File: config.mk
export PLATFORM = sky130hd
export DESIGN_NAME = alarm_melody_tone_sequencer
export DESIGN_NICKNAME = d
export VERILOG_FILES = /design/src/rtl/amts_pkg.sv /design/src/rtl/amts_cfg.sv /design/src/rtl/amts_in_reg.sv /design/src/rtl/amts_core.sv /design/src/rtl/alarm_melody_tone_sequencer.sv
export VERILOG_INCLUDE_DIRS = /design/src /design/src/rtl
export SDC_FILE = /design/constraint.sdc
export NUM_CORES = 1
export LEC_CHECK = 0
export BUFFER_PORTS_ARGS = -buffer_cell sky130_fd_sc_hd__buf_4
export CAP_MARGIN = 20
export CORE_MARGIN = 1
export CORE_UTILIZATION = 45
export CTS_CLUSTER_SIZE = 40
export DETAILED_ROUTE_END_ITERATION = 10
export SLEW_MARGIN = 20
export SYNTH_ARGS = -nofsm -noshare
export SYNTH_HDL_FRONTEND = slang
export SYNTH_SLANG_ARGS = --single-unit
export TNS_END_PERCENT = 50
File: constraint.sdc
create_clock -name clk -period 6.7 [get_ports clk]
set_input_delay 1.005 -clock clk [delete_from_list [all_inputs] [get_ports clk]]
set_output_delay 1.005 -clock clk [all_outputs]
set_load 0.005 [all_outputs]
File: src/rtl/alarm_melody_tone_sequencer_macros.svh
// assertion helpers shared by the tone sequencer rtl
`ifndef ALARM_MELODY_TONE_SEQUENCER_MACROS_SVH
`define ALARM_MELODY_TONE_SEQUENCER_MACROS_SVH

// same-cycle implication
`define AMTS_ASSERT_NOW(label, clk_s, rst_s, ante, cons, msg) \
  label: assert property (@(posedge clk_s) disable iff (rst_s) (ante) |-> (cons)) \
    else $error(msg);

// next-cycle implication
`define AMTS_ASSERT_NEXT(label, clk_s, rst_s, ante, cons, msg) \
  label: assert property (@(posedge clk_s) disable iff (rst_s) (ante) |=> (cons)) \
    else $error(msg);

`endif

File: src/rtl/amts_pkg.sv
// ---------------------------------------------------------------------------
// amts_pkg
// Types, constants and melody rom lookups for the alarm tone sequencer.
// ---------------------------------------------------------------------------
`default_nettype none

package amts_pkg;

  localparam int TPM_W  = 17;
  localparam int HP_W   = 19;
  localparam int EL_W   = 27;
  localparam int LIM_W  = 27;
  localparam int NOTE_W = 4;
  localparam int MEL_W  = 2;
  localparam int LEN_W  = NOTE_W + 1;

  localparam int MAX_NOTES    = 10;
  localparam int MELODY_COUNT = 4;
  localparam int ROM_SLOTS    = 16;

  localparam int DUR_SHORT_MS = 500;
  localparam int DUR_LONG_MS  = 1000;
  localparam int TPM_RESET    = 80000;

  localparam logic [TPM_W-1:0] TPM_RESET_V  = TPM_W'(TPM_RESET);
  localparam logic [LIM_W-1:0] LIM_SHORT_RV = LIM_W'(TPM_RESET * DUR_SHORT_MS);
  localparam logic [LIM_W-1:0] LIM_LONG_RV  = LIM_W'(TPM_RESET * DUR_LONG_MS);
  localparam logic [HP_W-1:0]  HP_RESET_V   = 19'd305775;

  // register index on the config port
  localparam logic REG_IDX_TPM = 1'b0;

  typedef enum logic [1:0] {
    OP_TICK   = 2'd0,
    OP_START  = 2'd1,
    OP_STOP   = 2'd2,
    OP_CHANGE = 2'd3
  } amts_op_t;

  typedef struct packed {
    amts_op_t         opcode;
    logic signed [2:0] step;
  } amts_item_t;

  typedef struct packed {
    logic [LIM_W-1:0] lim_short;
    logic [LIM_W-1:0] lim_long;
  } amts_lim_t;

  function automatic logic [HP_W-1:0] rom_half(input logic [MEL_W-1:0] m,
                                               input logic [NOTE_W-1:0] i);
    logic [HP_W-1:0] hp;
    hp = '0;
    unique case (m)
      2'd0: begin
        case (i)
          4'd0: hp = 19'd305775;
          4'd1: hp = 19'd272423;
          4'd2: hp = 19'd242696;
          default: hp = '0;
        endcase
      end
      2'd1: begin
        case (i)
          4'd0: hp = 19'd200000;
          4'd1: hp = 19'd152890;
          default: hp = '0;
        endcase
      end
      2'd2: begin
        case (i)
          4'd0: hp = 19'd305775;
          4'd1: hp = 19'd242696;
          4'd2: hp = 19'd204081;
          4'd3: hp = 19'd152890;
          4'd4: hp = 19'd204081;
          4'd5: hp = 19'd242696;
          default: hp = '0;
        endcase
      end
      2'd3: begin
        case (i)
          4'd0: hp = 19'd305775;
          4'd1: hp = 19'd242696;
          4'd2: hp = 19'd305775;
          4'd3: hp = 19'd204081;
          4'd4: hp = 19'd305775;
          4'd5: hp = 19'd152890;
          default: hp = '0;
        endcase
      end
    endcase
    return hp;
  endfunction

  // every note of the second melody lasts the long duration, all others short
  function automatic logic rom_long(input logic [MEL_W-1:0] m);
    return (m == 2'd1);
  endfunction

  function automatic logic [LEN_W-1:0] mel_len(input logic [MEL_W-1:0] m);
    logic [LEN_W-1:0] n;
    n = '0;
    unique case (m)
      2'd0: n = LEN_W'(3);
      2'd1: n = LEN_W'(2);
      2'd2: n = LEN_W'(6);
      2'd3: n = LEN_W'(6);
    endcase
    if (n > LEN_W'(MAX_NOTES)) n = LEN_W'(MAX_NOTES);
    if (n > LEN_W'(ROM_SLOTS)) n = LEN_W'(ROM_SLOTS);
    if (n == '0) n = LEN_W'(1);
    return n;
  endfunction

endpackage

`default_nettype wire

File: src/rtl/amts_cfg.sv
// ---------------------------------------------------------------------------
// amts_cfg
// APB register for ticks per ms, with the scaled note duration limits.
// ---------------------------------------------------------------------------
`default_nettype none

module amts_cfg (
  input  logic                    clk,
  input  logic                    rst,
  input  logic                    psel,
  input  logic                    penable,
  input  logic                    pwrite,
  input  logic [2:0]              paddr,
  input  logic [31:0]             pwdata,
  output logic [31:0]             prdata,
  output logic                    pready,
  output amts_pkg::amts_lim_t     lim
);
  import amts_pkg::*;

  logic [TPM_W-1:0] tpm;
  logic             wr_tpm;

  assign pready = 1'b1;
  assign wr_tpm = psel && penable && pwrite && (paddr[2] == REG_IDX_TPM);

  // duration limits are precomputed at write time so the tick path has no multiplier
  always_ff @(posedge clk) begin
    if (rst) begin
      tpm           <= TPM_RESET_V;
      lim.lim_short <= LIM_SHORT_RV;
      lim.lim_long  <= LIM_LONG_RV;
    end else if (wr_tpm) begin
      tpm           <= pwdata[TPM_W-1:0];
      lim.lim_short <= LIM_W'(pwdata[TPM_W-1:0] * LIM_W'(DUR_SHORT_MS));
      lim.lim_long  <= LIM_W'(pwdata[TPM_W-1:0] * LIM_W'(DUR_LONG_MS));
    end
  end

  assign prdata = (paddr[2] == REG_IDX_TPM) ? {{(32-TPM_W){1'b0}}, tpm} : '0;

endmodule

`default_nettype wire

File: src/rtl/amts_in_reg.sv
// ---------------------------------------------------------------------------
// amts_in_reg
// Input register stage for command and tick items.
// ---------------------------------------------------------------------------
`default_nettype none

module amts_in_reg (
  input  logic                 clk,
  input  logic                 rst,
  input  logic                 in_valid,
  output logic                 in_ready,
  input  amts_pkg::amts_item_t in_item,
  output logic                 item_valid,
  output amts_pkg::amts_item_t item,
  input  logic                 item_ready
);
  import amts_pkg::*;

  assign in_ready = !item_valid || item_ready;

  always_ff @(posedge clk) begin
    if (rst) begin
      item_valid <= 1'b0;
    end else if (in_valid && in_ready) begin
      item_valid <= 1'b1;
    end else if (item_ready) begin
      item_valid <= 1'b0;
    end
  end

  always_ff @(posedge clk) begin
    if (in_valid && in_ready) begin
      item <= in_item;
    end
  end

endmodule

`default_nettype wire

File: src/rtl/amts_core.sv
// ---------------------------------------------------------------------------
// amts_core
// Tone state update per item; the state registers form the result register.
// ---------------------------------------------------------------------------
`default_nettype none

module amts_core (
  input  logic                 clk,
  input  logic                 rst,
  input  logic                 item_valid,
  input  amts_pkg::amts_item_t item,
  output logic                 item_ready,
  input  amts_pkg::amts_lim_t  lim,
  output logic                 out_valid,
  input  logic                 out_ready,
  output logic                 speaker_level,
  output logic                 alarm_active,
  output logic [1:0]           melody_number,
  output logic [3:0]           note_number
);
  import amts_pkg::*;

  logic              level, level_next;
  logic              sounding, sounding_next;
  logic              note_started, note_started_next;
  logic [MEL_W-1:0]  melody, melody_next;
  logic [NOTE_W-1:0] note_index, note_index_next;
  logic [HP_W-1:0]   hp_reload, hp_reload_next;
  logic [HP_W-1:0]   hp_count, hp_count_next;
  logic [EL_W-1:0]   elapsed, elapsed_next;

  logic              take;
  logic [LEN_W-1:0]  len;
  logic [LEN_W-1:0]  idx_inc;
  logic [NOTE_W-1:0] adv_idx;
  logic [LIM_W-1:0]  limit;
  logic [EL_W-1:0]   el_inc;
  logic signed [3:0] mel_sum;
  logic [MEL_W-1:0]  new_mel;

  assign item_ready = !out_valid || out_ready;
  assign take       = item_valid && item_ready;

  always_comb begin
    len     = mel_len(melody);
    idx_inc = {1'b0, note_index} + LEN_W'(1);
    adv_idx = (idx_inc >= len) ? '0 : idx_inc[NOTE_W-1:0];
    // duration is per melody, so the out-of-range index case needs no remap
    limit   = rom_long(melody) ? lim.lim_long : lim.lim_short;
    el_inc  = (note_started && (elapsed != '1)) ? elapsed + EL_W'(1) : elapsed;

    mel_sum = $signed({2'b00, melody}) + $signed({item.step[2], item.step});
    if (mel_sum >= MELODY_COUNT) begin
      new_mel = '0;
    end else if (mel_sum < 0) begin
      new_mel = MEL_W'(MELODY_COUNT - 1);
    end else begin
      new_mel = mel_sum[MEL_W-1:0];
    end

    level_next        = level;
    sounding_next     = sounding;
    note_started_next = note_started;
    melody_next       = melody;
    note_index_next   = note_index;
    hp_reload_next    = hp_reload;
    hp_count_next     = hp_count;
    elapsed_next      = elapsed;

    unique case (item.opcode)
      OP_TICK: begin
        elapsed_next = el_inc;
        if (hp_count == '0) begin
          hp_count_next = hp_reload;
          if (sounding) begin
            if (!note_started) begin
              note_started_next = 1'b1;
              elapsed_next      = '0;
            end
            level_next = !level;
            if (elapsed_next > limit) begin
              note_index_next   = adv_idx;
              hp_reload_next    = rom_half(melody, adv_idx);
              note_started_next = 1'b0;
            end
          end
        end else begin
          hp_count_next = hp_count - HP_W'(1);
        end
      end
      OP_START: begin
        note_index_next = '0;
        sounding_next   = 1'b1;
      end
      OP_STOP: begin
        sounding_next = 1'b0;
      end
      OP_CHANGE: begin
        melody_next       = new_mel;
        note_started_next = 1'b0;
        note_index_next   = '0;
        hp_reload_next    = rom_half(new_mel, '0);
      end
    endcase
  end

  always_ff @(posedge clk) begin
    if (rst) begin
      out_valid    <= 1'b0;
      level        <= 1'b0;
      sounding     <= 1'b0;
      note_started <= 1'b0;
      melody       <= '0;
      note_index   <= '0;
      hp_reload    <= HP_RESET_V;
      hp_count     <= '0;
      elapsed      <= '0;
    end else begin
      out_valid <= take || (out_valid && !out_ready);
      if (take) begin
        level        <= level_next;
        sounding     <= sounding_next;
        note_started <= note_started_next;
        melody       <= melody_next;
        note_index   <= note_index_next;
        hp_reload    <= hp_reload_next;
        hp_count     <= hp_count_next;
        elapsed      <= elapsed_next;
      end
    end
  end

  assign speaker_level = level;
  assign alarm_active  = sounding;
  assign melody_number = melody;
  assign note_number   = note_index;

endmodule

`default_nettype wire

File: src/rtl/alarm_melody_tone_sequencer.sv
// ---------------------------------------------------------------------------
// alarm_melody_tone_sequencer
// Square-wave buzzer player for four rom melodies, one result per item.
// ---------------------------------------------------------------------------
//
//   channel   signals                                   direction
//   cfg       psel penable pwrite paddr pwdata prdata   apb slave, pready tied high
//   in        in_valid in_ready opcode step             item in
//   out       out_valid out_ready speaker_level         result out
//             alarm_active melody_number note_number
//
// one item per cycle while out_ready is high; an accepted item lands in the input
// register, and the core registers its result together with out_valid.
// the note duration limits are multiplied out when ticks_per_ms is written.
// synchronous reset: melody 0, note 0, alarm off, ticks_per_ms 80000.
// out_ready low holds the result; the input register takes one more item.
`default_nettype none
`include "alarm_melody_tone_sequencer_macros.svh"

module alarm_melody_tone_sequencer (
  input  logic              clk,
  input  logic              rst,
  input  logic              psel,
  input  logic              penable,
  input  logic              pwrite,
  input  logic [2:0]        paddr,
  input  logic [31:0]       pwdata,
  output logic [31:0]       prdata,
  output logic              pready,
  input  logic              in_valid,
  output logic              in_ready,
  input  logic [1:0]        opcode,
  input  logic signed [2:0] step,
  output logic              out_valid,
  input  logic              out_ready,
  output logic              speaker_level,
  output logic              alarm_active,
  output logic [1:0]        melody_number,
  output logic [3:0]        note_number
);
  import amts_pkg::*;

  amts_lim_t  lim;
  amts_item_t in_item;
  amts_item_t s1_item;
  logic       s1_valid;
  logic       s1_ready;

  assign in_item.opcode = amts_op_t'(opcode);
  assign in_item.step   = step;

  amts_cfg u_cfg (
    .clk     (clk),
    .rst     (rst),
    .psel    (psel),
    .penable (penable),
    .pwrite  (pwrite),
    .paddr   (paddr),
    .pwdata  (pwdata),
    .prdata  (prdata),
    .pready  (pready),
    .lim     (lim)
  );

  amts_in_reg u_in_reg (
    .clk        (clk),
    .rst        (rst),
    .in_valid   (in_valid),
    .in_ready   (in_ready),
    .in_item    (in_item),
    .item_valid (s1_valid),
    .item       (s1_item),
    .item_ready (s1_ready)
  );

  amts_core u_core (
    .clk           (clk),
    .rst           (rst),
    .item_valid    (s1_valid),
    .item          (s1_item),
    .item_ready    (s1_ready),
    .lim           (lim),
    .out_valid     (out_valid),
    .out_ready     (out_ready),
    .speaker_level (speaker_level),
    .alarm_active  (alarm_active),
    .melody_number (melody_number),
    .note_number   (note_number)
  );

  `AMTS_ASSERT_NOW(a_no_bubble, clk, rst, !out_valid, in_ready, "input stalled with empty output")
  `AMTS_ASSERT_NOW(a_note_range, clk, rst, out_valid, int'(note_number) < MAX_NOTES, "note index out of range")
  `AMTS_ASSERT_NOW(a_mel_range, clk, rst, out_valid, int'(melody_number) < MELODY_COUNT, "melody out of range")
  `AMTS_ASSERT_NEXT(a_stop_quiet, clk, rst, s1_valid && s1_ready && (s1_item.opcode == OP_STOP), !alarm_active, "alarm still active after stop")

endmodule

`default_nettype wire
; ---- After elaboration in Yosys (flattened, before gate mapping)
; Cells that the tools add are included.
[op_classes]
add_sub_neg = 4
mul = 2
magnitude_cmp = 6
eq_ne = 18
muxes = 38
bitwise_logic = 1
n_reduce_logical = 37
[op_table]
columns = cell, n
row1 = 19-bit case mux with 4 select lines, 3
row2 = 27-bit 2-to-1 mux, 8
row3 = 19-bit 2-to-1 mux, 4
row4 = 19-bit case mux with 2 select lines, 2
row5 = 19-bit case mux with 3 select lines, 1
row6 = 17-bit by 7-bit multiplier with 24-bit output (second input constant), 2
row7 = 18-bit case mux with 2 select lines, 1
row8 = 27-bit by 1-bit adder with 27-bit output (second input constant), 1
row9 = 27-bit > comparator, 1
row10 = 27-bit != test (second input constant), 1
row11 = 19-bit logical NOT, 1
row12 = 19-bit by 1-bit subtractor with 19-bit output (second input constant), 1
row13 = 17-bit 2-to-1 mux, 1
row14 = 4-bit 2-to-1 mux, 4
row15 = 5-bit 2-to-1 mux, 3
row16 = 5-bit case mux with 3 select lines, 1
row17 = 2-bit == test (second input constant), 6
row18 = 5-bit AND reduction, 2
row19 = 4-bit by 2-bit == test with 1-bit output (second input constant), 2
row20 = 4-bit by 3-bit == test with 1-bit output (second input constant), 2
row21 = 4-bit case mux with 2 select lines, 1
row22 = 4-bit AND reduction, 2
row23 = 2-bit nonzero test, 4
row24 = 2-bit OR reduction, 4
row25 = other kinds (22), 48
[totals]
regBits = 146
in_bits = 47
output_inout_bits = 43
wordCells = 121

; ---- Longest topological paths before layout
[depth]
ltp_word = 19
ltp_mapped = 18
mapped_depth_nobuf = 16

; ---- Modules after synthesis
; A second synthesis with hierarchy kept.
[unflattened]
cells_unflattened = 1306
hier_area_um2 = 10555.1
[by_module_without_submodules]
columns = mod, n_inst, cells_each, area_each_um2, seq_area_each_um2
row1 = amts_core, 1, 744, 5534.1, 1441.4
row2 = amts_cfg, 1, 552, 4815.9, 780.7
row3 = amts_in_reg, 1, 10, 205.2, 170.2

; ---- Least setup slack after synthesis
; Ideal clock, no wire load.
[synth_timing]
path_kind = input-to-reg
startpoint = input port pwdata[9]
endpoint = register u_cfg.lim[52] (netlist name)
setup_ns = 0.124
arrival_ns = 4.938
t_required_ns = 6.576
setup_slack_ns = 1.638
stages = 16
path_buffers = 0
cell_sequence = inv_1 -> fa_1 -> fa_1 -> inv_1 -> fa_1 -> inv_1 -> fa_1 -> inv_1 -> ha_1 -> a21oi_1 -> nand2_1 -> a221o_1 -> nand3_1 -> o211ai_1 -> and3_1 -> a2111o_1
[synth_between]
elab_chain_cells = 1
[synth_rtl]
columns = element, line_no
row1 = from (decl), alarm_melody_tone_sequencer.sv:27  ; input logic [31:0] pwdata,
row2 = 17-bit by 7-bit multiplier with 24-bit output, amts_cfg.sv:35  ; lim.lim_short <= LIM_W'(pwdata[TPM_W-1:0] * LIM_W'(DUR_SHORT_MS));
; No other way between the ends.
; A chain may end at the register's enable or synchronous reset.

; ---- Worst setup path after layout
[layout_timing]
startpoint = register u_core.elapsed[12]
endpoint = register u_core.note_index[0] (netlist: u_core.note_number[0])
[layout_between]
elab_chain_cells = 10
elab_cells_between_ends = 11
classes_between = 1 x add/sub / 1 x order compare / 2 x eq/ne / 5 x mux / 2 x reduce/logical
[layout_rtl]
columns = element, line_no
row1 = from (decl), amts_core.sv:30  ; logic [EL_W-1:0] elapsed, elapsed_next;
row2 = from (signal assigned), amts_core.sv:128  ; elapsed <= elapsed_next;
row3 = "parallel branches: the longest is 2 deep, another holds 27-bit by 1-bit adder with 27-bit output", -
row4 = 27-bit 2-to-1 mux *, amts_core.sv:50  ; el_inc = (note_started && (elapsed != '1)) ? elapsed + EL_W'(1) : elapsed;
row5 = 27-bit 2-to-1 mux *, amts_core.sv:76  ; if (!note_started) begin
row6 = 27-bit 2-to-1 mux *, amts_core.sv:75  ; if (sounding) begin
row7 = 27-bit 2-to-1 mux *, amts_core.sv:73  ; if (hp_count == '0) begin
row8 = 27-bit 2-to-1 mux *, amts_core.sv:70  ; unique case (item.opcode)
row9 = 27-bit > comparator *, amts_core.sv:81  ; if (elapsed_next > limit) begin
row10 = 2-bit by 1-bit != test with 1-bit output (no line) *, -
row11 = 5-bit AND reduction (no line) *, -
row12 = to (signal assigned), amts_core.sv:125  ; note_index <= note_index_next;
row13 = to (decl), amts_core.sv:27  ; logic [NOTE_W-1:0] note_index, note_index_next;
; Mark *: on every way between the ends. The select of a mux whose other input is x is not followed.

==> flow_metrics.env <==
export IMPL_r2r_slack_ns=1.33
export IMPL_whs_path_depth=2
export IMPL_clkTransAtPathRegs_ns=0.06
export IMPL_crit_start="u_core.elapsed[12]$_SDFFE_PP0P_"
export IMPL_drt_wirelength_per_cell_um=15.2
export IMPL_areaGrowthSynthToFinish_pct=11.3
export IMPL_cp_required_ns=7.01
export IMPL_synth_top_area_share_pct=22.3
export IMPL_post_route_min_period_ns=5.37
export IMPL_synthesis_area_um2=10000
export IMPL_wl_mm=23.6
export IMPL_final_cell_mix="nand2_1 (133), inv_1 (116), dfxtp_1 (112)"
export IMPL_antenna_cells=0
export IMPL_routed_via_density=5.50
export IMPL_final_area_um2=11200
export IMPL_ios=90
export IMPL_ys_seq_area_share_pct=23.8
export IMPL_grt_pass1_vias=7977
export IMPL_fin_worst_skew_ns=0.0126
export IMPL_crit_path_start_kind="flip-flop"
export IMPL_grt_max_degree=55
export IMPL_pre_cts_ws_ns=1.25
export IMPL_drt_iter0_drc=580
export IMPL_max_freq_mhz=186
export IMPL_ys_warn_count=0
export IMPL_synth_ff_type="dfxtp_1"
export IMPL_clock_sinks=117
export IMPL_hold_viol_final=0
export IMPL_place_inst=1522
export IMPL_antenna_found_initial=0
export IMPL_tightest_slew_ns=1.05
export IMPL_drcViolationCount=0
export IMPL_grt_usage_pct=21.8
export IMPL_whs_ns=0.452
export IMPL_min_from="u_cfg.tpm[3]$_SDFFE_PP0P_"
export IMPL_cts_tree="done"
export IMPL_drive_gt1_share_pct=8.79
export IMPL_final_common_cell="nand2_1"
export IMPL_die_area_um2=22900
export IMPL_cts_resized_gates=0
export IMPL_p_leak_nw=4.77
export IMPL_num_rows=54
export IMPL_cp_max_fo=9
export IMPL_crit_type="flip-flop to flip-flop"
export IMPL_finalSetupViolations=0
export IMPL_synth_seq_cells=117
export IMPL_async_flop_share_pct=0
export IMPL_cts_buffers=17
export IMPL_setup_ws_ns=1.33
export IMPL_tns_ns=0
export IMPL_drtPass1Iterations=5
export IMPL_drv_cap=0
export IMPL_dpl_cell_area_um2=10600
export IMPL_grt_pass1_wl_mm=39.6
export IMPL_rr_startpoint="u_core.elapsed[12]$_SDFFE_PP0P_"
export IMPL_start_util_pct=46.0
export IMPL_ys_types=71
export IMPL_slew_headroom_pct=30.0
export IMPL_cts_setup_buffers=0
export IMPL_cts_max_path_buffers=2
export IMPL_power_density_nw_per_um2=277
export IMPL_design_core_area_um2=21800
export IMPL_portBuffers=56
export IMPL_insertion_delay_ns=0.42
export IMPL_die_x_um=151
export IMPL_holdBufCountCts=0
export IMPL_gp_congestion=0.849
export IMPL_worstHoldEndpoint="u_cfg.tpm[3]$_SDFFE_PP0P_"
export IMPL_nets=1458
export IMPL_peakVddDrop_uv=184
export IMPL_synth_top_area_cell="dfxtp_1"
export IMPL_period_share_pct=80.2
export IMPL_syn_inst=1234
export IMPL_synth_edf_count=5
export IMPL_status="finished, final reports clean"
export IMPL_rr_worst_depth=14
export IMPL_synth_area_top_cells="dfxtp_1 (22%), fa_1 (12%), ha_1 (11%)"
export IMPL_hp_class="flip-flop to flip-flop"
export IMPL_cts_root_buffer="clkbuf_16"
export IMPL_dpl_hpwl_mm=17.4
export IMPL_arrival_ns=5.69
export IMPL_worstSetupEndpointType="flip-flop"
export IMPL_cts_htree_levels=4
export IMPL_finalMaxSlewViolations=0
export IMPL_r2r_end="u_core.note_number[0]$_SDFFE_PP0P_"
export IMPL_die_y_um=151
export IMPL_avgSynthCellArea_um2=8.14
export IMPL_fin_cells=1554
export IMPL_grt_overflow=0
export IMPL_rsz0062_at_grt="false"
export IMPL_dr_total_vias=8544
export IMPL_antenna_left=0
==> registers in the layout, indices dropped and copies added (netlist names) <==
name and cells:
u_core.elapsed 27, u_in_reg.item 5, u_in_reg.item_valid 1, u_core.alarm_active 1, u_cfg.lim 22, u_core.melody_number 2, u_core.speaker_level 1, u_core.hp_reload 16
u_core.hp_count 19, u_core.note_number 4, u_cfg.tpm 17, u_core.note_started 1, u_core.out_valid 1
==> through the flow <==
stage	total power, mW	utilization (%)
floorplan	1.91	-
global placement	2.17	48.5
detailed placement	2.18	48.5
CTS	3.12	51.2
global route	3.36	51.2
finish	3.10	51.2
==> where the power goes <==
group          internal (mW)  total, mW  switching [mW]  leakage [nW]
combinational          0.603       1.42           0.814          3.53
sequential             0.727      0.752          0.0249         0.956
clock                  0.544      0.927           0.383         0.286
==> how the worst max path moves through the flow <==
stage,endpoint
floorplan,u_cfg.lim[52]$_SDFFE_PP1P_
global placement,u_cfg.lim[52]$_SDFFE_PP1P_
detailed placement,u_cfg.lim[52]$_SDFFE_PP1P_
CTS,u_core.note_number[0]$_SDFFE_PP0P_
global route,u_core.note_number[0]$_SDFFE_PP0P_
finish,u_core.note_number[0]$_SDFFE_PP0P_
==> layer usage <==
layer / up-vias / wire length, um / part of all wire (%) / track usage [%]
met3: 21 / 704 / 3.0 / 3.28
met1: 4019 / 12100 / 51 / 31.6
met2: 153 / 10500 / 45 / 33.8
met5: - / 0 / 0 / 0
met4: 0 / 255 / 1.1 / 5.25
li1: 4351 / - / - / -
==> synthesized netlist by cell type (all sizes together) (8+ instances only) <==
cell type and n:
or4 11, clkbuf 45, nand4 16, nand2 133
xor2 16, inv 116, mux2i 29, nor2b 26
or3 12, o21ai 58, nor3 27, buf 27
fa 59, xnor2 33, a21oi 98, ha 91
o22ai 8, a211oi 14, o31ai 8, nand3 40
a31oi 17, nor2 98, nor4 15, and3 11
a21o 11, o211ai 19, dfxtp 112
==> final cells by class <==
type	count	area, um^2
fillers	2133	10600
multi-input cells	942	6910
flip-flops and latches	117	2390
repair buffers	66	495
clock buffers	19	454
inverters	117	439
well taps	280	350
clock inverters	13	134
==> critical path: stages (launching register included) <==
cell,delay (ns)
dfxtp_1,0.44
nand2_1,0.19
or4_1,0.71
o311ai_0,0.77
nor3_1,0.26
nand3_1,0.21
xnor2_1,0.18
nor2_1,0.08
ha_1,0.30
nand4_1,0.15
nor4_1,0.54
o311ai_2,0.29
o31a_1,0.23
o21ai_0,0.52
mux2_2,0.39
==> cell families after synthesis <==
kind of cell,Yosys count,share of synthesized area [%]
mux,30,3.00
fa+ha+maj,150,23.1
other cells,2,0.0748
flops,117,23.8
xor+xnor,49,4.27
compound gates,282,17.8
simple gates,415,20.1
buf+inv,189,7.85
Note: power is estimated with default switching activity, not from simulation.
